===== src/glq_pkg.sv =====
// Shared constants, types and the gain coefficient table for the LQR torque core.
package glq_pkg;

    localparam int NERR = 6;
    localparam int NROW = 12;
    localparam int NCOEF = 36;
    localparam int EW = 33;
    localparam int HW = 17;
    localparam int XW = 2 * HW;
    localparam int PRW = 2 * XW;
    localparam int NSTG = 16;
    localparam int ST_GAIN = 2;
    localparam int ST_TERM = 7;
    localparam int ST_SUM = 13;
    localparam logic [31:0] SAT_MAX = 32'h7FFF_FFFF;
    localparam logic [31:0] SAT_MIN = 32'h8000_0000;

    // Gain polynomial coefficients in millionths, rows of (c2, c1, c0).
    // Rows 0 to 5 feed the wheel torque, rows 6 to 11 the hip torque.
    localparam longint COEF_MICRO [NCOEF] = '{
        60071162, -57303242, -8802552,
        -219882, -1390464, -951558,
        32409644, -23635877, -9253521,
        12436266, -10318639, -7529540,
        135956804, -124044032, 36093582,
        13977819, -12325081, 3766791,
        32632159, -39012888, 14483707,
        7204778, -5973109, 1551763,
        78723013, -73096567, 21701734,
        63798027, -55564993, 15318437,
        -195813486, 140134182, 60699132,
        -18357761, 13165559, 2581731
    };

    typedef logic [EW-1:0] t_emag;
    typedef t_emag [NERR-1:0] t_emag_vec;
    typedef logic [NERR-1:0] t_sgn_vec;

    // Coefficient rounded half away from zero to frac fraction bits.
    function automatic longint coef_q(input int idx, input int frac);
        longint c;
        longint m;
        c = COEF_MICRO[idx];
        m = (c < 0) ? -c : c;
        m = ((m <<< frac) + 64'sd500000) / 64'sd1000000;
        return (c < 0) ? -m : m;
    endfunction

endpackage


===== src/glq_sum.sv =====
// Adds six terms per torque in two stages and saturates to 32 bits.
module glq_sum #(
    parameter int FRAC_BITS = 16
) (
    input  logic                                                  i_clk,
    input  logic [2:0]                                            i_en,
    input  logic [glq_pkg::NROW-1:0][glq_pkg::PRW-FRAC_BITS-1:0]  i_term,
    output logic [1:0][31:0]                                      o_trq
);
    import glq_pkg::*;

    localparam int TW = PRW - FRAC_BITS;
    localparam int SW = TW + 3;

    for (genvar s = 0; s < 2; s++) begin : g_side
        logic signed [TW:0]   r_pr [3];
        logic signed [SW-1:0] r_tot;
        logic [31:0]          r_sat;
        logic [SW-32:0]       w_hi;
        logic                 w_fit;

        assign w_hi  = r_tot[SW-1:31];
        assign w_fit = (&w_hi) || (~|w_hi);

        always_ff @(posedge i_clk) begin
            if (i_en[0]) begin
                for (int j = 0; j < 3; j++) begin
                    r_pr[j] <= (TW+1)'($signed(i_term[6*s+2*j]))
                             + (TW+1)'($signed(i_term[6*s+2*j+1]));
                end
            end
            if (i_en[1]) begin
                r_tot <= SW'(r_pr[0]) + SW'(r_pr[1]) + SW'(r_pr[2]);
            end
            if (i_en[2]) begin
                if (w_fit) begin
                    r_sat <= r_tot[31:0];
                end else begin
                    r_sat <= r_tot[SW-1] ? SAT_MIN : SAT_MAX;
                end
            end
        end

        assign o_trq[s] = r_sat;
    end

endmodule


===== config.mk =====
export PLATFORM = sky130hd
export DESIGN_NAME = glq_sum
export DESIGN_NICKNAME = d
export VERILOG_FILES = /design/src/glq_pkg.sv /design/src/glq_sum.sv
export SDC_FILE = /design/constraint.sdc
export NUM_CORES = 2
export LEC_CHECK = 0
export BUFFER_PORTS_ARGS = -buffer_cell sky130_fd_sc_hd__buf_2
export CORE_ASPECT_RATIO = 2
export CORE_MARGIN = 4
export CORE_UTILIZATION = 40
export DETAILED_ROUTE_END_ITERATION = 6
export SYNTH_ARGS = -nofsm -noshare
export SYNTH_HDL_FRONTEND = slang
export SYNTH_SLANG_ARGS = --single-unit

===== constraint.sdc =====
create_clock -name i_clk -period 10.4 [get_ports i_clk]
set_input_delay 3.12 -clock i_clk [delete_from_list [all_inputs] [get_ports i_clk]]
set_output_delay 3.12 -clock i_clk [all_outputs]
set_load 0.02 [all_outputs]

==> results.py <==
metrics = {
    "layout": {
        "final_cell_mix": "buf_2 (689), edfxtp_1 (492), a21oi_1 (473)",
        "layout.nets": 5875,
        "layout-drive-gt1-share_pct": 17.3,
        "area_delta_synth_final_pct": 15.5,
        "final_common_cell": "buf_2",
    },
    "pwr": {
        "power_uw": 10200,
        "leakagePower_uw": 0.0204,
        "max-vdd-ir-drop_v": 0.000140,
        "p_per_area_mw_per_mm2": 217,
    },
    "critical_path": {
        "rr_worst_depth": 14,
        "cp_max_fo": 7,
        "worstSetupPathType": "in2reg",
        "cp.required_ns": 10.76,
        "startpoint": "i_term[312]",
        "startpoint_type": "primary input",
        "reg2reg_slack_ns": 5.77,
        "setup.worst_path.end": "g_side[1].r_pr[0][38]",
        "r2r-end": "g_side[0].r_tot[51]",
        "r2r-start": "g_side[0].r_pr[0][1]",
        "cp.arrival_ns": 6.88,
        "endpoint_kind": "register",
    },
    "floorplanning": {
        "die_x_microns": 234,
        "start_util_pct": 40.4,
        "die-area_sq_mm": 0.108,
        "ios": 692,
        "fp.dieH_microns": 460,
        "rows": 165,
        "core_sq_mm": 0.101,
    },
    "timing": {
        "period_share_pct": 62.8,
        "worst_pin_slew_ns": 1.10,
        "setup_tns_ns": 0,
        "min_period_ns": 6.53,
        "final_max_slew_viol_count": 0,
        "skew_ns": 0.0380,
        "setup_viol": 0,
        "hold_viol_final": 0,
        "fmax_mhz": 153,
        "slew_headroom_pct": 27.0,
        "grt_setup_unrepaired": "no",
    },
    "global_route": {
        "antenna_found_initial": 36,
        "grt_first_pass_wirelength_mm": 210,
        "grt_max_degree": 161,
        "gr-total-overflow": 0,
        "track_usage_pct": 25.6,
        "grt_pass1_vias": 35100,
    },
    "route": {
        "routed_wl_mm": 142,
        "drtPass1Iterations": 5,
        "drc": 0,
        "ant_nets": 0,
        "drt_iter0_drc": 2338,
        "viasPerCell": 5.71,
        "wl_per_cell_microns": 23.3,
        "dr_total_vias": 35000,
    },
    "logic_synthesis": {
        "avgSynthCellArea_sq_um": 9.93,
        "synth_xor_area_share_pct": 8.31,
        "synth.distinct_cells": 81,
        "synth_top_cell_by_area": "edfxtp_1",
        "yosys.area_share.simple_pct": 11.0,
        "synth_cells": 4119,
        "synth_compound_area_share_pct": 23.5,
        "yosysWarnings": 0,
        "synth_top_area_share_pct": 36.1,
        "synth_top_family_by_area": "compound AO/OA/AOI/OAI gates",
        "syn-num-nets": 5279,
        "synth-main-ff-cell": "edfxtp_1",
        "synth_seq_cells": 492,
        "synth-seq-area-share_pct": 36.1,
        "synthTopCellsByArea": "edfxtp_1 (36%), ha_1 (13%), a21oi_1 (5.8%), a21o_1 (5.7%), fa_1 (5.6%)",
        "syn_area_sq_mm": 0.0409,
        "synthAdderAreaFrac_pct": 18.4,
        "synthArstFlopShare_pct": 0,
        "synth_mux_area_share_pct": 0.104,
        "synth-edff-count": 492,
    },
    "clock_tree": {
        "cts_tree": "yes",
        "post-cts-setup-buffer-count": 0,
        "cts.sinks": 492,
        "clkLatencyLatePin_ns": 0.64,
        "cts_root_buf": "clkbuf_16",
        "numCtsBuffers": 49,
        "htree_levels": 2,
        "hold_buffers": 0,
        "cts_resized": 0,
        "cts_buffer_depth": 3,
        "clkTransAtPathRegs_ns": 0.07,
    },
    "flow_run": {
        "maxCapViolCount": 0,
    },
    "placed_design": {
        "gp_congestion": 0.962,
        "port_buffers": 691,
        "dpl.hpwl_mm": 118,
    },
    "min_path": {
        "min_from": "g_side[0].r_tot[4]",
        "hold_class": "reg2reg",
    },
    "status": {
        "status": "complete, no violations",
    },
}
how the worst min path moves through the flow:
stage / slack, ns / cells after the start / endpoint
after floorplan: 0.50 / 1 / g_side[0].r_sat[0]
after global placement: 0.50 / 1 / g_side[1].r_sat[9]
after detailed placement: 0.50 / 1 / g_side[0].r_sat[11]
after CTS: 0.52 / 1 / g_side[1].r_sat[10]
after global routing: 0.53 / 1 / g_side[0].r_sat[11]
final: 0.52 / 1 / g_side[0].r_sat[4]
final cells by class:
| type | instances | area, sq um |
|---|---|---|
| clock inverter | 32 | 348 |
| antenna | 31 | 77.6 |
| multi-input combinational | 3347 | 25100 |
| fill | 9840 | 54100 |
| tap | 1336 | 1670 |
| inverter | 127 | 477 |
| clock buffer | 57 | 1280 |
| sequential | 492 | 14800 |
| timing repair buffer | 698 | 3540 |
worst max-delay path: stages:
cell and delay [ns]:
buf_2 0.10, ha_1 0.34, fa_1 0.45, a21oi_1 0.27
o21ai_0 0.14, a21oi_1 0.32, o21bai_2 0.16, a21oi_1 0.39
o41ai_2 0.27, a31oi_1 0.69, o21ai_0 0.29, a21oi_1 0.25
xnor2_1 0.08
power breakdown:
part           internal [uW]  leakage (uW)  switching (uW)
registers               3030       0.00481             308
logic                   2010        0.0148            3020
clock network           1040      0.000785             835
total                   6070        0.0204            4170
routing by layer:
| metal | track usage [%] | routed length (microns) |
|---|---|---|
| met1 | 28.8 | 53300 |
| met2 | 45.3 | 72100 |
| met3 | 4.34 | 8890 |
| met4 | 14.3 | 8130 |
| met5 | 0 | 87 |
cell families after synthesis:
group           count (synthesis)
fa+ha+maj                     532
compound gates               1492
buf+inv                       280
flops                         492
mux                             4
simple gates                  931
xor+xnor                      388
synth_stat cells (24+ instances only):
cell      count
o211ai_1     32
nor2_1      199
edfxtp_1    492
a21o_1      313
nor2b_1      36
a21oi_1     473
o21bai_1     95
nor3_1       57
nand2_1     297
a31oi_1      50
o21ai_0     224
xor2_1      147
inv_1       127
o31ai_1      24
a211oi_1     32
fa_1        114
xnor2_1     241
o21a_1       65
nand3_1      60
ha_1        418
nand2b_1     26
nand4_1     121
clkbuf_1    142
and3_1       35
per-stage QoR:
stage / instances / utilization, % / cell area (sq um) / setup WS, ns / hold WS (ns)
floorplan: 4119 / - / 40900 / 4.37 / 0.495
global placement: 6000 / 44.9 / 45600 / 3.43 / 0.498
detailed placement: 6000 / 44.9 / 45600 / 3.39 / 0.503
CTS: 6089 / 46.5 / 47200 / 4.07 / 0.517
global route: 6109 / 46.6 / 47200 / 3.78 / 0.529
finish: 6120 / 46.6 / 47300 / 3.87 / 0.515
flip-flops by register name, summed over array words and instances, names as in the netlist:
register / count
g_side.r_pr: 318
g_side.r_sat: 64
g_side.r_tot: 110
No activity file was read; power rests on OpenSTA's default activity.
