$ cat src/glq_pkg.sv
// Shared constants, types and the gain coefficient table for the LQR torque core.
package glq_pkg;

    localparam int NERR = 6;
    localparam int NROW = 12;
    localparam int NCOEF = 36;
    localparam int EW = 33;
    localparam int HW = 17;
    localparam int XW = 2 * HW;
    localparam int PRW = 2 * XW;
    localparam int NSTG = 16;
    localparam int ST_GAIN = 2;
    localparam int ST_TERM = 7;
    localparam int ST_SUM = 13;
    localparam logic [31:0] SAT_MAX = 32'h7FFF_FFFF;
    localparam logic [31:0] SAT_MIN = 32'h8000_0000;

    // Gain polynomial coefficients in millionths, rows of (c2, c1, c0).
    // Rows 0 to 5 feed the wheel torque, rows 6 to 11 the hip torque.
    localparam longint COEF_MICRO [NCOEF] = '{
        60071162, -57303242, -8802552,
        -219882, -1390464, -951558,
        32409644, -23635877, -9253521,
        12436266, -10318639, -7529540,
        135956804, -124044032, 36093582,
        13977819, -12325081, 3766791,
        32632159, -39012888, 14483707,
        7204778, -5973109, 1551763,
        78723013, -73096567, 21701734,
        63798027, -55564993, 15318437,
        -195813486, 140134182, 60699132,
        -18357761, 13165559, 2581731
    };

    typedef logic [EW-1:0] t_emag;
    typedef t_emag [NERR-1:0] t_emag_vec;
    typedef logic [NERR-1:0] t_sgn_vec;

    // Coefficient rounded half away from zero to frac fraction bits.
    function automatic longint coef_q(input int idx, input int frac);
        longint c;
        longint m;
        c = COEF_MICRO[idx];
        m = (c < 0) ? -c : c;
        m = ((m <<< frac) + 64'sd500000) / 64'sd1000000;
        return (c < 0) ? -m : m;
    endfunction

endpackage

$ cat src/glq_term.sv
// One gain times error product, split into four partials, rounded to the data format.
module glq_term #(
    parameter int FRAC_BITS = 16
) (
    input  logic                              i_clk,
    input  logic [5:0]                        i_en,
    input  logic [FRAC_BITS+9:0]              i_gain,
    input  glq_pkg::t_emag                    i_emag,
    input  logic                              i_eneg,
    output logic [glq_pkg::PRW-FRAC_BITS-1:0] o_term
);
    import glq_pkg::*;

    localparam int GW = FRAC_BITS + 10;
    localparam int TW = PRW - FRAC_BITS;

    logic [GW-1:0]     r_gm;
    t_emag             r_em;
    logic              r_sgn [5];
    logic [XW-1:0]     r_hh;
    logic [XW-1:0]     r_hl;
    logic [XW-1:0]     r_lh;
    logic [XW-1:0]     r_ll;
    logic [XW-1:0]     r_hh2;
    logic [XW-1:0]     r_ll2;
    logic [XW:0]       r_mid;
    logic [PRW-1:0]    r_prod;
    logic [TW-1:0]     r_rm;
    logic [TW-1:0]     r_t;
    logic [XW-1:0]     w_a;
    logic [XW-1:0]     w_b;
    logic [PRW-1:0]    w_r;

    assign w_a = XW'(r_gm);
    assign w_b = XW'(r_em);
    assign w_r = r_prod + (PRW'(1) << (FRAC_BITS - 1));

    always_ff @(posedge i_clk) begin
        if (i_en[0]) begin
            r_gm     <= i_gain[GW-1] ? GW'(-$signed(i_gain)) : i_gain;
            r_em     <= i_emag;
            r_sgn[0] <= i_gain[GW-1] ^ i_eneg;
        end
        for (int k = 1; k < 5; k++) begin
            if (i_en[k]) begin
                r_sgn[k] <= r_sgn[k-1];
            end
        end
        if (i_en[1]) begin
            r_hh <= XW'(w_a[XW-1:HW]) * XW'(w_b[XW-1:HW]);
            r_hl <= XW'(w_a[XW-1:HW]) * XW'(w_b[HW-1:0]);
            r_lh <= XW'(w_a[HW-1:0]) * XW'(w_b[XW-1:HW]);
            r_ll <= XW'(w_a[HW-1:0]) * XW'(w_b[HW-1:0]);
        end
        if (i_en[2]) begin
            r_mid <= (XW+1)'(r_hl) + (XW+1)'(r_lh);
            r_hh2 <= r_hh;
            r_ll2 <= r_ll;
        end
        if (i_en[3]) begin
            r_prod <= (PRW'(r_hh2) << XW) + (PRW'(r_mid) << HW) + PRW'(r_ll2);
        end
        if (i_en[4]) begin
            r_rm <= w_r[PRW-1:FRAC_BITS];
        end
        if (i_en[5]) begin
            r_t <= r_sgn[4] ? (TW'(0) - r_rm) : r_rm;
        end
    end

    assign o_term = r_t;

endmodule

$ cat config.mk
export PLATFORM = sky130hd
export DESIGN_NAME = glq_term
export DESIGN_NICKNAME = d
export VERILOG_FILES = /design/src/glq_pkg.sv /design/src/glq_term.sv
export SDC_FILE = /design/constraint.sdc
export NUM_CORES = 2
export LEC_CHECK = 0
export ABC_CLOCK_PERIOD_IN_PS = 10300
export BUFFER_PORTS_ARGS = -buffer_cell sky130_fd_sc_hd__buf_2
export CORE_ASPECT_RATIO = 1.2
export CORE_MARGIN = 8
export CORE_UTILIZATION = 55
export DETAILED_ROUTE_END_ITERATION = 16
export GPL_ROUTABILITY_DRIVEN = 1
export PLACE_DENSITY = 0.72
export SLEW_MARGIN = 20
export SYNTH_ARGS = -nofsm -noshare
export SYNTH_HDL_FRONTEND = slang
export SYNTH_SLANG_ARGS = --single-unit
$ cat constraint.sdc
create_clock -name i_clk -period 10.3 [get_ports i_clk]
set_input_delay 0.515 -clock i_clk [delete_from_list [all_inputs] [get_ports i_clk]]
set_output_delay 0.515 -clock i_clk [all_outputs]
set_load 0.05 [all_outputs]
==> insert_results.sql <==
INSERT INTO impl_metrics (metric_group, metric, value, unit) VALUES
('status', 'status', 'completed', ''),
('sta', 'report.final.slew_viol_count', '0', ''),
('die', 'placementRows', '113', ''),
('clock_tree', 'cts_num_sinks', '387', ''),
('yosys', 'mappedNetlistNets', '5382', ''),
('worst_setup_path', 'critPathKind', 'reg -> reg', ''),
('sta', 'tightest_slew', '1.23', 'ns'),
('placement', 'post_dp_area', '45600', 'um2'),
('yosys', 'synth_commonest_cells', 'sky130_fd_sc_hd__inv_1, sky130_fd_sc_hd__fa_1, sky130_fd_sc_hd__nand2_1, sky130_fd_sc_hd__edfxtp_1, sky130_fd_sc_hd__and2_1', ''),
('yosys', 'asyncSetResetFlopFracSynth', '0', ''),
('sta', 'fin_worst_skew', '0.0575', 'ns'),
('placement', 'gp_congestion', '0.874', ''),
('clock_tree', 'cts_hold_buf', '0', ''),
('yosys', 'synth_sequential_area_ratio', '0.264', ''),
('sta', 'report.final.setup_viol', '0', ''),
('clock_tree', 'post_cts_resized', '0', ''),
('worst_setup_path', 'arrival', '7.47', 'ns'),
('die', 'floorplan.die_area', '89300', 'um2'),
('worst_setup_path', 'cp_max_fo', '26', ''),
('drt', 'drt-total-wl', '98.3', 'mm'),
('finish', 'areaGrowthSynthToFinish', '7.10', '%'),
('yosys', 'synth_edf_count', '387', ''),
('yosys', 'synth_most_common_cell', 'sky130_fd_sc_hd__inv_1', ''),
('sta', 'finalSetupTns', '0', 'ns'),
('sta', 'relSlewSlack', '0.181', ''),
('clock_tree', 'clock_tree_from_tritoncts', 'done', ''),
('drt', 'remaining_drc_errors', '0', ''),
('finish', 'postLayoutCellArea', '47100', 'um2'),
('clock_tree', 'cts_buffer_depth', '3', ''),
('yosys', 'post_syn_area_per_cell', '10.2', 'um2'),
('drt', 'routed_wire_length_per_instance', '18.1', 'um'),
('drt', 'initialDrtViolationCount', '1737', ''),
('finish', 'post_route_cells_drive_above_1_share', '0.0602', ''),
('clock_tree', 'clk_transition_reported_paths', '0.07', 'ns'),
('clock_tree', 'insertion_delay', '0.62', 'ns'),
('yosys', 'post_synth_instance_area', '44000', 'um2'),
('drt', 'via_per_inst', '5.51', ''),
('global_routing', 'gr-usage-all-layers', '0.225', ''),
('drt', 'first_pass_iters', '5', ''),
('yosys', 'dominantRegCellSynth', 'sky130_fd_sc_hd__edfxtp_1', ''),
('finish', 'num_antenna_cells', '0', ''),
('sta', 'number_of_hold_violations_in_the_final_report', '0', ''),
('flow_run', 'cap_violations', '0', ''),
('yosys', 'post-synth-top-area-fraction', '0.290', ''),
('sta', 'final_period_minus_worst_setup_slack', '7.10', 'ns'),
('clock_tree', 'cts_inserted_buffers', '43', ''),
('sta', 'finalCritPeriodShare', '0.690', ''),
('clock_tree', 'clock_tree.htree_level_count', '2', ''),
('finish', 'filler_cell_count', '6649', ''),
('sta', 'max_freq', '141', 'MHz'),
('yosys', 'yosys-top-cells-area', 'sky130_fd_sc_hd__fa_1, sky130_fd_sc_hd__edfxtp_1, sky130_fd_sc_hd__ha_1, sky130_fd_sc_hd__inv_1, sky130_fd_sc_hd__and2_1', ''),
('die', 'die_w', '274', 'um'),
('clock_tree', 'clock_tree.root_cell', 'sky130_fd_sc_hd__clkbuf_16', ''),
('global_routing', 'number_of_antenna_violations_at_the_first_check_in_global_routing', '0', ''),
('finish', 'finish.net_count', '5424', ''),
('sta', 'unrepaired_setup_endpoints_after_global_routing', 'no', ''),
('die', 'start_util', '0.556', ''),
('clock_tree', 'number_of_setup_buffers_added_after_cts', '0', ''),
('drt', 'postRouteAntennaNets', '0', ''),
('yosys', 'synthDominantAreaCellType', 'sky130_fd_sc_hd__fa_1', ''),
('yosys', 'yosys_warnings', '0', ''),
('yosys', 'postSynthCellCount', '4313', ''),
('yosys', 'ys_ff_latch', '387', ''),
('worst_hold_path', 'hold_class', 'in -> reg', ''),
('placement', 'placement.io_buffers', '118', ''),
('global_routing', 'grt_first_pass_wirelength', '161', 'mm'),
('worst_setup_path', 'worstPathRequired', '10.66', 'ns'),
('worst_setup_path', 'timing.critical_path.from_type', 'flop', ''),
('worst_setup_path', 'crit_path_end_kind', 'flop', ''),
('global_routing', 'globalRoute.totalOverflow', '0', ''),
('placement', 'dpl.hpwl', '75.4', 'mm'),
('yosys', 'synth_cell_types', '66', ''),
('global_routing', 'pin_count_of_the_biggest_net_entering_global_routing', '69', ''),
('drt', 'vias', '29895', ''),
('die', 'core_outline_area', '79200', 'um2'),
('global_routing', 'grt_pass1_vias', '31540', ''),
('die', 'boundaryPins', '119', ''),
('die', 'die-height', '326', 'um');
==> kinds of logic after synthesis <==
kind of cell | share of synthesized area
adder cells (fa/ha/maj) | 0.394
flip-flops | 0.264
buffers and inverters | 0.0789
AO/OA/AOI/OAI | 0.0682
XOR/XNOR | 0.0524
AND/OR/NAND/NOR | 0.143
==> metrics by stage <==
step	hold slack [ns]	util	setup WS (ns)	cells
after detailed placement	0.405	0.576	3.24	5341
after global routing	0.0507	0.595	2.86	5422
after CTS	0.0404	0.594	3.24	5418
after floorplan	0.400	-	3.91	4313
after global placement	0.403	0.576	3.31	5339
final	0.0742	0.595	3.20	5422
==> routing by layer <==
layer | wire length (um) | global-route usage
met5 | 0 | 0
met2 | 47700 | 0.383
met3 | 6720 | 0.0404
met4 | 4040 | 0.0868
met1 | 39900 | 0.283
==> sequential cells by signal, summed over array words and instances, names as in the netlist <==
register  cells
r_hl         26
r_ll         19
r_hh         25
r_mid        34
r_lh         33
r_ll2        19
r_em         33
o_term       52
r_rm         45
r_hh2        25
r_gm         26
r_sgn         5
r_prod       45
==> placed cells by master, fill, tap and decap left out, types with 18 or more instances in the layout <==
cell                        instances
sky130_fd_sc_hd__ha_1             365
sky130_fd_sc_hd__a21oi_1          128
sky130_fd_sc_hd__edfxtp_1         387
sky130_fd_sc_hd__xnor2_1          200
sky130_fd_sc_hd__clkbuf_16         43
sky130_fd_sc_hd__fa_1             637
sky130_fd_sc_hd__buf_4             53
sky130_fd_sc_hd__and3_1            31
sky130_fd_sc_hd__and2_1           370
sky130_fd_sc_hd__nand3_1           49
sky130_fd_sc_hd__inv_1            747
sky130_fd_sc_hd__xor2_1            63
sky130_fd_sc_hd__o31ai_1           33
sky130_fd_sc_hd__o21ai_0           75
sky130_fd_sc_hd__o21a_1            23
sky130_fd_sc_hd__buf_2            115
sky130_fd_sc_hd__nor3_1            21
sky130_fd_sc_hd__nor2_1            91
sky130_fd_sc_hd__a21o_1            89
sky130_fd_sc_hd__nand2_1          592
sky130_fd_sc_hd__nand4_1           23
sky130_fd_sc_hd__nor2b_1           18
==> area by class of cell <==
cell class	instances	area [um2]	share of cell area
Inverter	747	2800	0.0595
Sequential cell	387	11600	0.247
Clock inverter	31	312	0.00661
Multi-Input combinational cell	3002	28900	0.614
Timing Repair Buffer	174	1090	0.0231
Tap cell	1035	1290	0.0275
Clock buffer	46	1090	0.0231
==> worst paths after layout <==
kind                      start                 end  slack, ns  depth (start not counted)
max reg2reg  r_em[20]$_DFFE_PP_  r_lh[29]$_DFFE_PP_       3.20                         18
min                  i_emag[23]  r_em[23]$_DFFE_PP_       0.07                          1
min reg2reg   r_hh[5]$_DFFE_PP_  r_hh2[5]$_DFFE_PP_       0.42                          0
max          r_em[20]$_DFFE_PP_  r_lh[29]$_DFFE_PP_       3.20                         18
==> worst max-delay path, stage by stage (launching register included) <==
cell and delay, ns:
sky130_fd_sc_hd__edfxtp_1 1.16, sky130_fd_sc_hd__nand2_1 0.20, sky130_fd_sc_hd__fa_1 0.60, sky130_fd_sc_hd__fa_1 0.44, sky130_fd_sc_hd__fa_1 0.51, sky130_fd_sc_hd__inv_1 0.05
sky130_fd_sc_hd__fa_1 0.46, sky130_fd_sc_hd__fa_1 0.54, sky130_fd_sc_hd__inv_1 0.05, sky130_fd_sc_hd__fa_1 0.54, sky130_fd_sc_hd__inv_1 0.05, sky130_fd_sc_hd__ha_1 0.36
sky130_fd_sc_hd__nand3_1 0.09, sky130_fd_sc_hd__o31ai_1 0.45, sky130_fd_sc_hd__o21ai_0 0.27, sky130_fd_sc_hd__o41ai_1 0.66, sky130_fd_sc_hd__a21o_1 0.21, sky130_fd_sc_hd__a21oi_1 0.08
sky130_fd_sc_hd__xnor2_1 0.14
Power is left out: the tool's default activity adds up to more than one toggle a clock period on the data nets, which glitch-free logic cannot reach.
