`config.mk`:
```
export PLATFORM = sky130hd
export DESIGN_NAME = glq_err
export DESIGN_NICKNAME = d
export VERILOG_FILES = /design/src/glq_pkg.sv /design/src/glq_err.sv
export SDC_FILE = /design/constraint.sdc
export NUM_CORES = 1
export LEC_CHECK = 0
export BUFFER_PORTS_ARGS = -buffer_cell sky130_fd_sc_hd__buf_4
export CAP_MARGIN = 10
export CORE_UTILIZATION = 30
export CTS_CLUSTER_DIAMETER = 60
export CTS_CLUSTER_SIZE = 40
export DETAILED_ROUTE_END_ITERATION = 8
export PLACE_DENSITY = 0.56
export REMOVE_ABC_BUFFERS = 1
export SLEW_MARGIN = 0
export SYNTH_ARGS = -nofsm -noshare
export SYNTH_HDL_FRONTEND = slang
export SYNTH_SLANG_ARGS = --single-unit
```
`constraint.sdc`:
```
create_clock -name i_clk -period 20.9 [get_ports i_clk]
set_input_delay 4.18 -clock i_clk [delete_from_list [all_inputs] [get_ports i_clk]]
set_output_delay 4.18 -clock i_clk [all_outputs]
set_load 0.005 [all_outputs]
```
`src/glq_pkg.sv`:
```
// Shared constants, types and the gain coefficient table for the LQR torque core.
package glq_pkg;

    localparam int NERR = 6;
    localparam int NROW = 12;
    localparam int NCOEF = 36;
    localparam int EW = 33;
    localparam int HW = 17;
    localparam int XW = 2 * HW;
    localparam int PRW = 2 * XW;
    localparam int NSTG = 16;
    localparam int ST_GAIN = 2;
    localparam int ST_TERM = 7;
    localparam int ST_SUM = 13;
    localparam logic [31:0] SAT_MAX = 32'h7FFF_FFFF;
    localparam logic [31:0] SAT_MIN = 32'h8000_0000;

    // Gain polynomial coefficients in millionths, rows of (c2, c1, c0).
    // Rows 0 to 5 feed the wheel torque, rows 6 to 11 the hip torque.
    localparam longint COEF_MICRO [NCOEF] = '{
        60071162, -57303242, -8802552,
        -219882, -1390464, -951558,
        32409644, -23635877, -9253521,
        12436266, -10318639, -7529540,
        135956804, -124044032, 36093582,
        13977819, -12325081, 3766791,
        32632159, -39012888, 14483707,
        7204778, -5973109, 1551763,
        78723013, -73096567, 21701734,
        63798027, -55564993, 15318437,
        -195813486, 140134182, 60699132,
        -18357761, 13165559, 2581731
    };

    typedef logic [EW-1:0] t_emag;
    typedef t_emag [NERR-1:0] t_emag_vec;
    typedef logic [NERR-1:0] t_sgn_vec;

    // Coefficient rounded half away from zero to frac fraction bits.
    function automatic longint coef_q(input int idx, input int frac);
        longint c;
        longint m;
        c = COEF_MICRO[idx];
        m = (c < 0) ? -c : c;
        m = ((m <<< frac) + 64'sd500000) / 64'sd1000000;
        return (c < 0) ? -m : m;
    endfunction

endpackage

```
`src/glq_err.sv`:
```
// Front stages: state errors as sign and magnitude, and rounded leg length square.
module glq_err (
    input  logic                i_clk,
    input  logic [1:0]          i_en,
    input  logic [15:0]         i_len,
    input  logic [31:0]         i_angle,
    input  logic [31:0]         i_angle_rate,
    input  logic [31:0]         i_tgt_dist,
    input  logic [31:0]         i_meas_dist,
    input  logic [31:0]         i_tgt_speed,
    input  logic [31:0]         i_meas_speed,
    input  logic [31:0]         i_pitch,
    input  logic [31:0]         i_pitch_rate,
    output logic [15:0]         o_len,
    output logic [15:0]         o_lsq,
    output glq_pkg::t_emag_vec  o_emag,
    output glq_pkg::t_sgn_vec   o_eneg
);
    import glq_pkg::*;

    logic [15:0]        r_len0;
    logic [31:0]        r_sq;
    logic signed [EW-1:0] r_err [NERR];
    logic [15:0]        r_len1;
    logic [15:0]        r_lsq;
    t_emag_vec          r_emag;
    t_sgn_vec           r_eneg;
    logic [31:0]        w_sqr;

    always_ff @(posedge i_clk) begin
        if (i_en[0]) begin
            r_len0 <= i_len;
            r_sq   <= 32'(i_len) * 32'(i_len);
            r_err[0] <= -$signed({i_angle[31], i_angle});
            r_err[1] <= -$signed({i_angle_rate[31], i_angle_rate});
            r_err[2] <= $signed({i_tgt_dist[31], i_tgt_dist})
                      - $signed({i_meas_dist[31], i_meas_dist});
            r_err[3] <= $signed({i_tgt_speed[31], i_tgt_speed})
                      - $signed({i_meas_speed[31], i_meas_speed});
            r_err[4] <= -$signed({i_pitch[31], i_pitch});
            r_err[5] <= -$signed({i_pitch_rate[31], i_pitch_rate});
        end
    end

    assign w_sqr = r_sq + 32'h0000_8000;

    always_ff @(posedge i_clk) begin
        if (i_en[1]) begin
            r_len1 <= r_len0;
            r_lsq  <= w_sqr[31:16];
            for (int k = 0; k < NERR; k++) begin
                r_eneg[k] <= r_err[k][EW-1];
                r_emag[k] <= r_err[k][EW-1] ? EW'(-r_err[k]) : EW'(r_err[k]);
            end
        end
    end

    assign o_len  = r_len1;
    assign o_lsq  = r_lsq;
    assign o_emag = r_emag;
    assign o_eneg = r_eneg;

endmodule

```
==> results of run 1 <==
-- power breakdown --
part	total, uW	switching (uW)	internal, uW
clock network	934	440	494
logic	1580	846	731
registers	1340	87.8	1260
total	3860	1370	2480
-- through the flow --
| step | cell area [sq um] | utilization | hold WS, ns | setup WS (ns) |
|---|---|---|---|---|
| after global routing | 37400 | 0.373 | 0.428 | 10.57 |
| after CTS | 37400 | 0.373 | 0.420 | 10.93 |
| after global placement | 35600 | 0.356 | 0.402 | 10.30 |
| after floorplan | 30100 | - | 0.400 | 10.93 |
| final | 37400 | 0.373 | 0.419 | 10.88 |
| after detailed placement | 35600 | 0.356 | 0.405 | 10.24 |
-- state kept, by name (all words and copies together), names as in the netlist --
signal / flops
o_emag: 198
r_err: 198
r_sq: 17
o_len: 16
o_lsq: 16
r_len0: 16
o_eneg: 6
-- layer usage --
metal | vias to the layer above | GRT usage
li1 | 10200 | -
met1 | 10000 | 0.173
met2 | 419 | 0.267
met3 | 117 | 0.0355
met4 | 20 | 0.0476
met5 | - | 0
-- worst max path at each step --
stage / endpoint / slack, ns / cells after the start
global route: r_sq[31]$_DFFE_PP_ / 10.57 / 23
finish: r_sq[31]$_DFFE_PP_ / 10.88 / 23
global placement: r_sq[31]$_DFFE_PP_ / 10.30 / 23
detailed placement: r_sq[31]$_DFFE_PP_ / 10.24 / 23
CTS: r_sq[31]$_DFFE_PP_ / 10.93 / 23
floorplan: r_sq[31]$_DFFE_PP_ / 10.93 / 22
-- area by class of cell --
| type | count | area (sq um) | area share |
|---|---|---|---|
| well taps | 1298 | 1620 | 0.0434 |
| multi-input cells | 1774 | 14800 | 0.395 |
| clock buffers | 47 | 1180 | 0.0315 |
| diodes | 7 | 17.5 | 0.000468 |
| repair buffers | 515 | 3880 | 0.104 |
| flip-flops and latches | 467 | 14000 | 0.375 |
| clock inverters | 39 | 552 | 0.0148 |
| inverters | 359 | 1350 | 0.0360 |
-- cell usage in the layout, fill, tap and decap left out, types with 5 or more instances in the layout --
| cell | instances |
|---|---|
| a211oi_1 | 6 |
| a21boi_0 | 6 |
| a21o_1 | 28 |
| a21oi_1 | 61 |
| a31oi_1 | 11 |
| and2_1 | 59 |
| and3_1 | 14 |
| buf_4 | 513 |
| clkbuf_16 | 47 |
| clkinv_8 | 8 |
| diode_2 | 7 |
| edfxtp_1 | 467 |
| fa_1 | 165 |
| ha_1 | 174 |
| inv_1 | 359 |
| inv_6 | 11 |
| nand2_1 | 203 |
| nand2b_1 | 30 |
| nand3_1 | 29 |
| nand4_1 | 13 |
| nor2_1 | 122 |
| nor2b_1 | 20 |
| nor3_1 | 61 |
| nor4_1 | 39 |
| nor4b_1 | 5 |
| o21a_1 | 14 |
| o21ai_0 | 93 |
| o21bai_1 | 9 |
| o31a_1 | 8 |
| o31ai_1 | 51 |
| o41ai_1 | 31 |
| or2_2 | 15 |
| or3_1 | 32 |
| or4_1 | 35 |
| xnor2_1 | 330 |
| xor2_1 | 57 |
-- logic make-up (layout without fill, tap and decap cells) --
family / count (synthesis) / in the layout / synth area share
XOR/XNOR: 387 / 387 / 0.112
flip-flops: 467 / 467 / 0.463
AO/OA/AOI/OAI: 349 / 349 / 0.0763
AND/OR/NAND/NOR: 697 / 697 / 0.118
buffers and inverters: 402 / 960 / 0.0498
other: 0 / 7 / 0
multiplexers: 2 / 2 / 0.000702
adder cells (fa/ha/maj): 339 / 339 / 0.181
==> impl_metrics.json, run 1 <==
{
  "status": "finished, final reports clean",
  "hpwlAfterDp_mm": 61.7,
  "period_minus_slack_ns": 10.02,
  "cts_setup_buffers": 0,
  "synth_top_area_cell": "edfxtp_1",
  "drv_slew": 0,
  "syn-cell-area_sq_um": 30300,
  "via_per_inst": 4.62,
  "cp.required_ns": 21.28,
  "wire_per_inst_um": 17.0,
  "gr-total-overflow": 0,
  "die_w_um": 320,
  "ys_warn_count": 0,
  "grt_pass1_wl_mm": 118,
  "finalHoldViolCount": 0,
  "synth_seq_cells": 467,
  "maxUsedRoutingLayer": "met5",
  "wl_met2_mm": 39.7,
  "setup_viol": 0,
  "placement.io_buffers": 510,
  "place_congestion": 0.836,
  "ys_seq_area_frac": 0.463,
  "r2r-start": "r_err[3][0]$_DFFE_PP_",
  "route.met3.wl_mm": 4.48,
  "cp_data_arrival_time_ns": 10.40,
  "hp-class": "reg2reg",
  "wl_met1_mm": 30.3,
  "placementRows": 116,
  "p_total_uw": 3860,
  "crit_family": "adder cells",
  "antenna_found_initial": 18,
  "finalSetupTns_ns": 0,
  "syn2layout_area_growth_pct": 23.4,
  "dieArea_sq_um": 102000,
  "vias": 20800,
  "hp-start": "r_len0[4]$_DFFE_PP_",
  "cts_hold_buf": 0,
  "startpoint": "i_len[9]",
  "cts_tree": "done",
  "hold_path_end": "o_len[4]$_DFFE_PP_",
  "yosys.area.top_type_share": 0.463,
  "clock-root-buffer": "clkbuf_16",
  "drt_iter0_markers": 932,
  "grt_start_max_net_pins": 86,
  "crit_path_top_delay_cell": "fa_1",
  "crit_buf_inv": 7,
  "fin_skew_ns": 0.0268,
  "period_share": 0.479,
  "die_y_um": 320,
  "crit_path_cell_trace": "buf_4 > and2_1 > inv_1 > fa_1 > inv_1 > fa_1 > inv_1 > fa_1 > inv_1 > fa_1 > fa_1 > inv_1 > fa_1 > inv_1 > ha_1 > a21o_1 > a221o_1 > o211ai_1 > o21ai_0 > or4_1 > a31o_2 > a21oi_1 > xnor2_1",
  "drtAntennaViolNets": 0,
  "worst_pin_slew_ns": 1.15,
  "rsz0062_at_grt": "no",
  "crit_fanout": 18,
  "drt_first_pass_iters": 5,
  "ir_worst_vdd_uv": 112,
  "cap_violations": 0,
  "startpoint_type": "input port",
  "start_util": 0.303,
  "yosysMostFrequentCell": "edfxtp_1",
  "grt_usage": 0.149,
  "max_freq_mhz": 99.8,
  "route.detailed.drc": 0,
  "clockBufferDepth": 3,
  "cts_resized": 0,
  "placed_cells": 4413,
  "synthTopCellsByCount": "edfxtp_1, inv_1, xnor2_1",
  "cp_slowest_stage_delay_ns": 0.54,
  "cts_buffers": 47,
  "synthTopCellsByArea": "edfxtp_1, fa_1, xnor2_1",
  "cts_sinks": 467,
  "pin_count": 511,
  "final_layout_size_suffix_gt1_frac": 0.197,
  "critPathKind": "in2reg",
  "htree_levels": 2,
  "ys_async_sr_fraction": 0,
  "avgSynthCellArea_sq_um": 11.5,
  "synth_edf_count": 467,
  "synth.distinct_cells": 65,
  "finalNonFillerCells": 4506,
  "n_fill_cell": 9790,
  "slew_headroom": 0.230,
  "clk_pin_slew_ns": 0.07,
  "grt_pass1_vias": 21000,
  "synth_cells": 2643,
  "final_nets": 3778,
  "ys.flop_type": "edfxtp_1",
  "whs_path_depth": 0,
  "wirelength_mm": 76.7,
  "worstRegToRegCells": 10,
  "rrSetupSlack_ns": 17.65,
  "worst_setup_path_end_kind": "flop",
  "core_area_sq_um": 100000,
  "p_leak_uw": 0.0153,
  "power_density_nw_per_um2": 103,
  "clock_latency_ns": 0.63,
  "r2r-end": "o_emag[129]$_DFFE_PP_"
}
Note: power is estimated with default switching activity, not from simulation.
==> run 2, diff against run 1 <==
==> constraint.sdc (replaced) <==
create_clock -name i_clk -period 10.5 [get_ports i_clk]
set_input_delay 2.1 -clock i_clk [delete_from_list [all_inputs] [get_ports i_clk]]
set_output_delay 2.1 -clock i_clk [all_outputs]
set_load 0.005 [all_outputs]
==> run 2 against run 1 <==
Effect of this change:
- final cell count increased by 0.29%
- flip-flop and latch count is the same
- utilization is 0.15 points higher
- critical path depth did not move
- first-iteration DRC count is 2.4% higher
- register-to-register slack worse by 10 ns
- largest cell class unchanged
- highest routed layer unchanged
==> impl_metrics.json, run 2 (synthesized netlist as in run 1, its figures left out) <==
{
  "final_cell_mix": "buf_4, edfxtp_1, inv_1",
  "die_w_um": 320,
  "critPathKind": "in2reg",
  "cts_sinks": 467,
  "period_minus_slack_ns": 7.88,
  "placementRows": 116,
  "crit_path_cell_trace": "buf_4 > and2_1 > inv_1 > fa_1 > inv_1 > fa_1 > inv_1 > fa_1 > inv_1 > fa_1 > fa_1 > inv_1 > fa_1 > inv_1 > ha_1 > a21o_1 > a221o_1 > o211ai_1 > o21ai_0 > or4_1 > a31o_2 > a21oi_1 > xnor2_1",
  "n_fill_cell": 9884,
  "wire_per_inst_um": 17.0,
  "grt_pass1_vias": 21000,
  "rsz0062_at_grt": "no",
  "p_leak_uw": 0.0153,
  "cts_resized": 0,
  "final_nets": 3780,
  "htree_levels": 2,
  "hp-class": "reg2reg",
  "max_freq_mhz": 127,
  "cts_hold_buf": 0,
  "crit_fanout": 18,
  "wirelength_mm": 76.8,
  "vias": 20800,
  "finalSetupTns_ns": 0,
  "cts_tree": "done",
  "antenna_found_initial": 23,
  "power_density_nw_per_um2": 207,
  "clockBufferDepth": 3,
  "drt_iter0_markers": 954,
  "register_area_sq_um": 14000,
  "placement.io_buffers": 510,
  "cap_violations": 0,
  "layout_commonest_cell": "buf_4",
  "worst_setup_path_end_kind": "flop",
  "core_area_sq_um": 100000,
  "clock-root-buffer": "clkbuf_16",
  "hpwlAfterDp_mm": 61.4,
  "cp_data_arrival_time_ns": 8.29,
  "final_layout_size_suffix_gt1_frac": 0.198,
  "route.detailed.drc": 0,
  "crit_path_top_delay_cell": "fa_1",
  "drv_slew": 0,
  "cts_setup_buffers": 0,
  "syn2layout_area_growth_pct": 23.9,
  "ir_worst_vdd_uv": 255,
  "drt_first_pass_iters": 6,
  "finalHoldViolCount": 0,
  "gr-total-overflow": 0,
  "clk_pin_slew_ns": 0.08,
  "via_per_inst": 4.60,
  "cp_slowest_stage_delay_ns": 0.54,
  "grt_start_max_net_pins": 134,
  "p_total_uw": 7770,
  "period_share": 0.751,
  "cts_buffers": 52,
  "fin_skew_ns": 0.0439,
  "grt_usage": 0.149,
  "drtAntennaViolNets": 0,
  "status": "finished, final reports clean",
  "slew_headroom": 0.241,
  "clock_latency_ns": 0.65,
  "dieArea_sq_um": 102000,
  "pin_count": 511,
  "multi_input_area_sq_um": 14800,
  "setup_viol": 0,
  "cp.required_ns": 10.90,
  "place_congestion": 0.833,
  "start_util": 0.303,
  "die_y_um": 320,
  "startpoint_type": "input port",
  "worst_pin_slew_ns": 1.14,
  "whs_path_depth": 0,
  "worstRegToRegCells": 10,
  "grt_pass1_wl_mm": 118
}
## run 2: cell count changes in the layout (fill, tap and decap cells not counted), moves of 4 or more
cell	change
inv_6	-4
buf_4	-5
diode_2	+4
inv_8	+4
clkbuf_16	+5
## run 2: report_power, final
part | internal [uW] | switching (uW) | total [uW] | leakage, uW
logic | 1460 | 1690 | 3150 | 0.00985
clock network | 1030 | 913 | 1940 | 0.000895
registers | 2500 | 176 | 2680 | 0.00458
## run 2: final timing paths
| check | start | end | slack [ns] |
|---|---|---|---|
| hold reg to reg | r_len0[3]$_DFFE_PP_ | o_len[3]$_DFFE_PP_ | 0.42 |
| hold / removal | r_len0[3]$_DFFE_PP_ | o_len[3]$_DFFE_PP_ | 0.42 |
| setup reg to reg | r_err[3][0]$_DFFE_PP_ | o_emag[129]$_DFFE_PP_ | 7.22 |
| setup / recovery | i_len[9] | r_sq[31]$_DFFE_PP_ | 2.62 |
## run 2: per-stage QoR
| stage | cell area (sq um) | hold slack (ns) | std cells | utilization | setup WS [ns] |
|---|---|---|---|---|---|
| finish | 37500 | 0.421 | 4519 | 0.375 | 2.62 |
| detailed placement | 35600 | 0.405 | 4410 | 0.356 | 1.96 |
| global placement | 35600 | 0.401 | 4410 | 0.356 | 2.00 |
| floorplan | 30100 | 0.400 | 2600 | - | 2.61 |
| CTS | 37500 | 0.421 | 4508 | 0.375 | 2.66 |
| global route | 37500 | 0.429 | 4519 | 0.375 | 2.25 |
## run 2: worst max-delay path: cells and delay by family
| kind | cells | cell delay [ns] |
|---|---|---|
| compound gates | 6 | 1.52 |
| fa+ha+maj | 7 | 3.37 |
| xor+xnor | 1 | 0.08 |
| buf+inv | 7 | 0.55 |
| simple gates | 2 | 0.65 |
## run 2: layout make-up
cell class / count / area share
Multi-Input combinational cell: 1774 / 0.393
Sequential cell: 467 / 0.373
Timing Repair Buffer: 512 / 0.103
Tap cell: 1298 / 0.0433
Inverter: 359 / 0.0359
Clock buffer: 54 / 0.0349
Clock inverter: 44 / 0.0149
Antenna cell: 11 / 0.000733
## run 2: layer usage
| layer | share of wire | up-vias | GRT usage |
|---|---|---|---|
| li1 | - | 10300 | - |
| met1 | 0.39 | 9951 | 0.168 |
| met2 | 0.51 | 439 | 0.263 |
| met3 | 0.061 | 138 | 0.0384 |
| met4 | 0.035 | 22 | 0.0624 |
| met5 | 0.0018 | - | 0 |
==> run 3, diff against run 2 <==
==> constraint.sdc (replaced) <==
create_clock -name i_clk -period 7.7 [get_ports i_clk]
set_input_delay 1.54 -clock i_clk [delete_from_list [all_inputs] [get_ports i_clk]]
set_output_delay 1.54 -clock i_clk [all_outputs]
set_load 0.005 [all_outputs]
==> run 3 against run 2 <==
Effect of this change:
- clock skew fell by 0.015 ns
- non-clock buffer count rose by 45
- clock-buffer cell count fell by 5
- cell area rose by 0.72%
- clock power rose by 33%
- critical path depth did not move
- first-iteration DRC count rose by 4.7%
- worst hold slack barely moved
- via count rose by 1.4%
- critical path type unchanged
- largest cell class unchanged
- highest routed layer unchanged
==> impl_metrics.json, run 3 (synthesized netlist as in run 1, its figures left out) <==
{
  "status": "finished, final reports clean",
  "hp-start": "r_len0[1]$_DFFE_PP_",
  "start_util": 0.303,
  "grt_start_max_net_pins": 151,
  "slew_headroom": 0.246,
  "p_leak_uw": 0.0155,
  "finalNonFillerCells": 4553,
  "drt_iter0_markers": 999,
  "ir_worst_vdd_uv": 383,
  "final_nets": 3822,
  "cts_resized": 0,
  "route.detailed.drc": 0,
  "crit_fanout": 7,
  "fin_ws_ns": 0.542,
  "wirelength_mm": 77.1,
  "cts_buffers": 49,
  "final_area_sq_um": 37800,
  "clock-root-buffer": "clkbuf_16",
  "r2r-start": "r_err[3][6]$_DFFE_PP_",
  "fin_skew_ns": 0.0290,
  "placementRows": 116,
  "grt_pass1_vias": 21200,
  "via_per_inst": 4.63,
  "vias": 21100,
  "drv_slew": 0,
  "cp.required_ns": 8.09,
  "cts_tree": "done",
  "period_share": 0.930,
  "p_total_uw": 10700,
  "dieArea_sq_um": 102000,
  "place_congestion": 0.841,
  "die_w_um": 320,
  "htree_levels": 2,
  "power_density_nw_per_um2": 282,
  "placed_cells": 4455,
  "startpoint": "i_len[8]",
  "syn2layout_area_growth_pct": 24.8,
  "crit_path_cell_trace": "buf_4 > nand2_1 > inv_1 > fa_1 > inv_1 > fa_1 > inv_1 > fa_1 > fa_1 > fa_1 > inv_1 > fa_1 > inv_1 > ha_1 > a21oi_1 > o21ai_0 > a221o_1 > o211ai_1 > o21ai_0 > or4_1 > a31o_2 > a21oi_1 > xnor2_1",
  "rsz0062_at_grt": "no",
  "final_layout_size_suffix_gt1_frac": 0.208,
  "finalHoldViolCount": 0,
  "cp_data_arrival_time_ns": 7.55,
  "drtAntennaViolNets": 0,
  "crit_family": "adder cells",
  "die_y_um": 320,
  "period_minus_slack_ns": 7.16,
  "clock_latency_ns": 0.64,
  "cts_sinks": 467,
  "startpoint_type": "input port",
  "crit_path_top_delay_cell": "fa_1",
  "cp_slowest_stage_delay_ns": 0.55,
  "pin_count": 511,
  "grt_usage": 0.150,
  "cts_setup_buffers": 0,
  "final_cell_mix": "buf_4, edfxtp_1, inv_1",
  "max_freq_mhz": 140,
  "antenna_found_initial": 17,
  "clockBufferDepth": 3,
  "clk_pin_slew_ns": 0.07,
  "grt_pass1_wl_mm": 120,
  "worst_pin_slew_ns": 1.13,
  "hp-class": "reg2reg",
  "core_area_sq_um": 100000,
  "cap_violations": 0,
  "drt_first_pass_iters": 6,
  "worst_setup_path_end_kind": "flop",
  "cp_common_cell": "fa_1",
  "pre_cts_ws_ns": -0.104,
  "crit_buf_inv": 6,
  "setup_viol": 0,
  "placement.io_buffers": 510,
  "layout_commonest_cell": "buf_4",
  "gr-total-overflow": 0,
  "wire_per_inst_um": 16.9,
  "cts_hold_buf": 0,
  "post_dp_cell_area_sq_um": 36000,
  "critPathKind": "in2reg",
  "hpwlAfterDp_mm": 62.7
}
-- run 3: power by group --
group	switching (uW)	leakage, uW	internal, uW
clock	1220	0.000862	1360
sequential	242	0.00458	3410
combinational	2310	0.0101	2130
-- run 3: final cells by class --
type	instances	area, sq um
clock buffer	49	1230
multi-input combinational	1774	14800
tap	1298	1620
fill	9856	62300
clock inverter	43	576
sequential	467	14000
antenna	6	15.0
timing repair buffer	557	4230
inverter	359	1350
-- run 3: per-stage QoR --
stage                     setup TNS [ns]  utilization  hold WS [ns]
after floorplan                        0            -         0.400
after global placement           -0.0589        0.359         0.402
after detailed placement          -0.104        0.359         0.405
after CTS                              0        0.377         0.421
after global routing                   0        0.378         0.433
final                                  0        0.378         0.421
-- run 3: worst reg2reg max path, stage by stage (launching register included) --
cell and delay, ns:
edfxtp_1 0.48, nor4_1 0.65, nand2b_1 0.21, nand2b_1 0.23, nand2b_1 0.24, or4_1 0.67, o41ai_1 0.46, xnor2_1 0.15
-- run 3: final timing paths --
check	end	slack, ns	depth (start not counted)
max	r_sq[31]$_DFFE_PP_	0.54	23
min	o_len[1]$_DFFE_PP_	0.42	0
max reg2reg	o_emag[129]$_DFFE_PP_	4.35	7
min reg2reg	o_len[1]$_DFFE_PP_	0.42	0
-- run 3: per-layer routing --
| metal | track usage | wire, um |
|---|---|---|
| met1 | 0.173 | 30700 |
| met2 | 0.272 | 39900 |
| met3 | 0.0346 | 4210 |
| met4 | 0.0479 | 2170 |
| met5 | 0 | 108 |
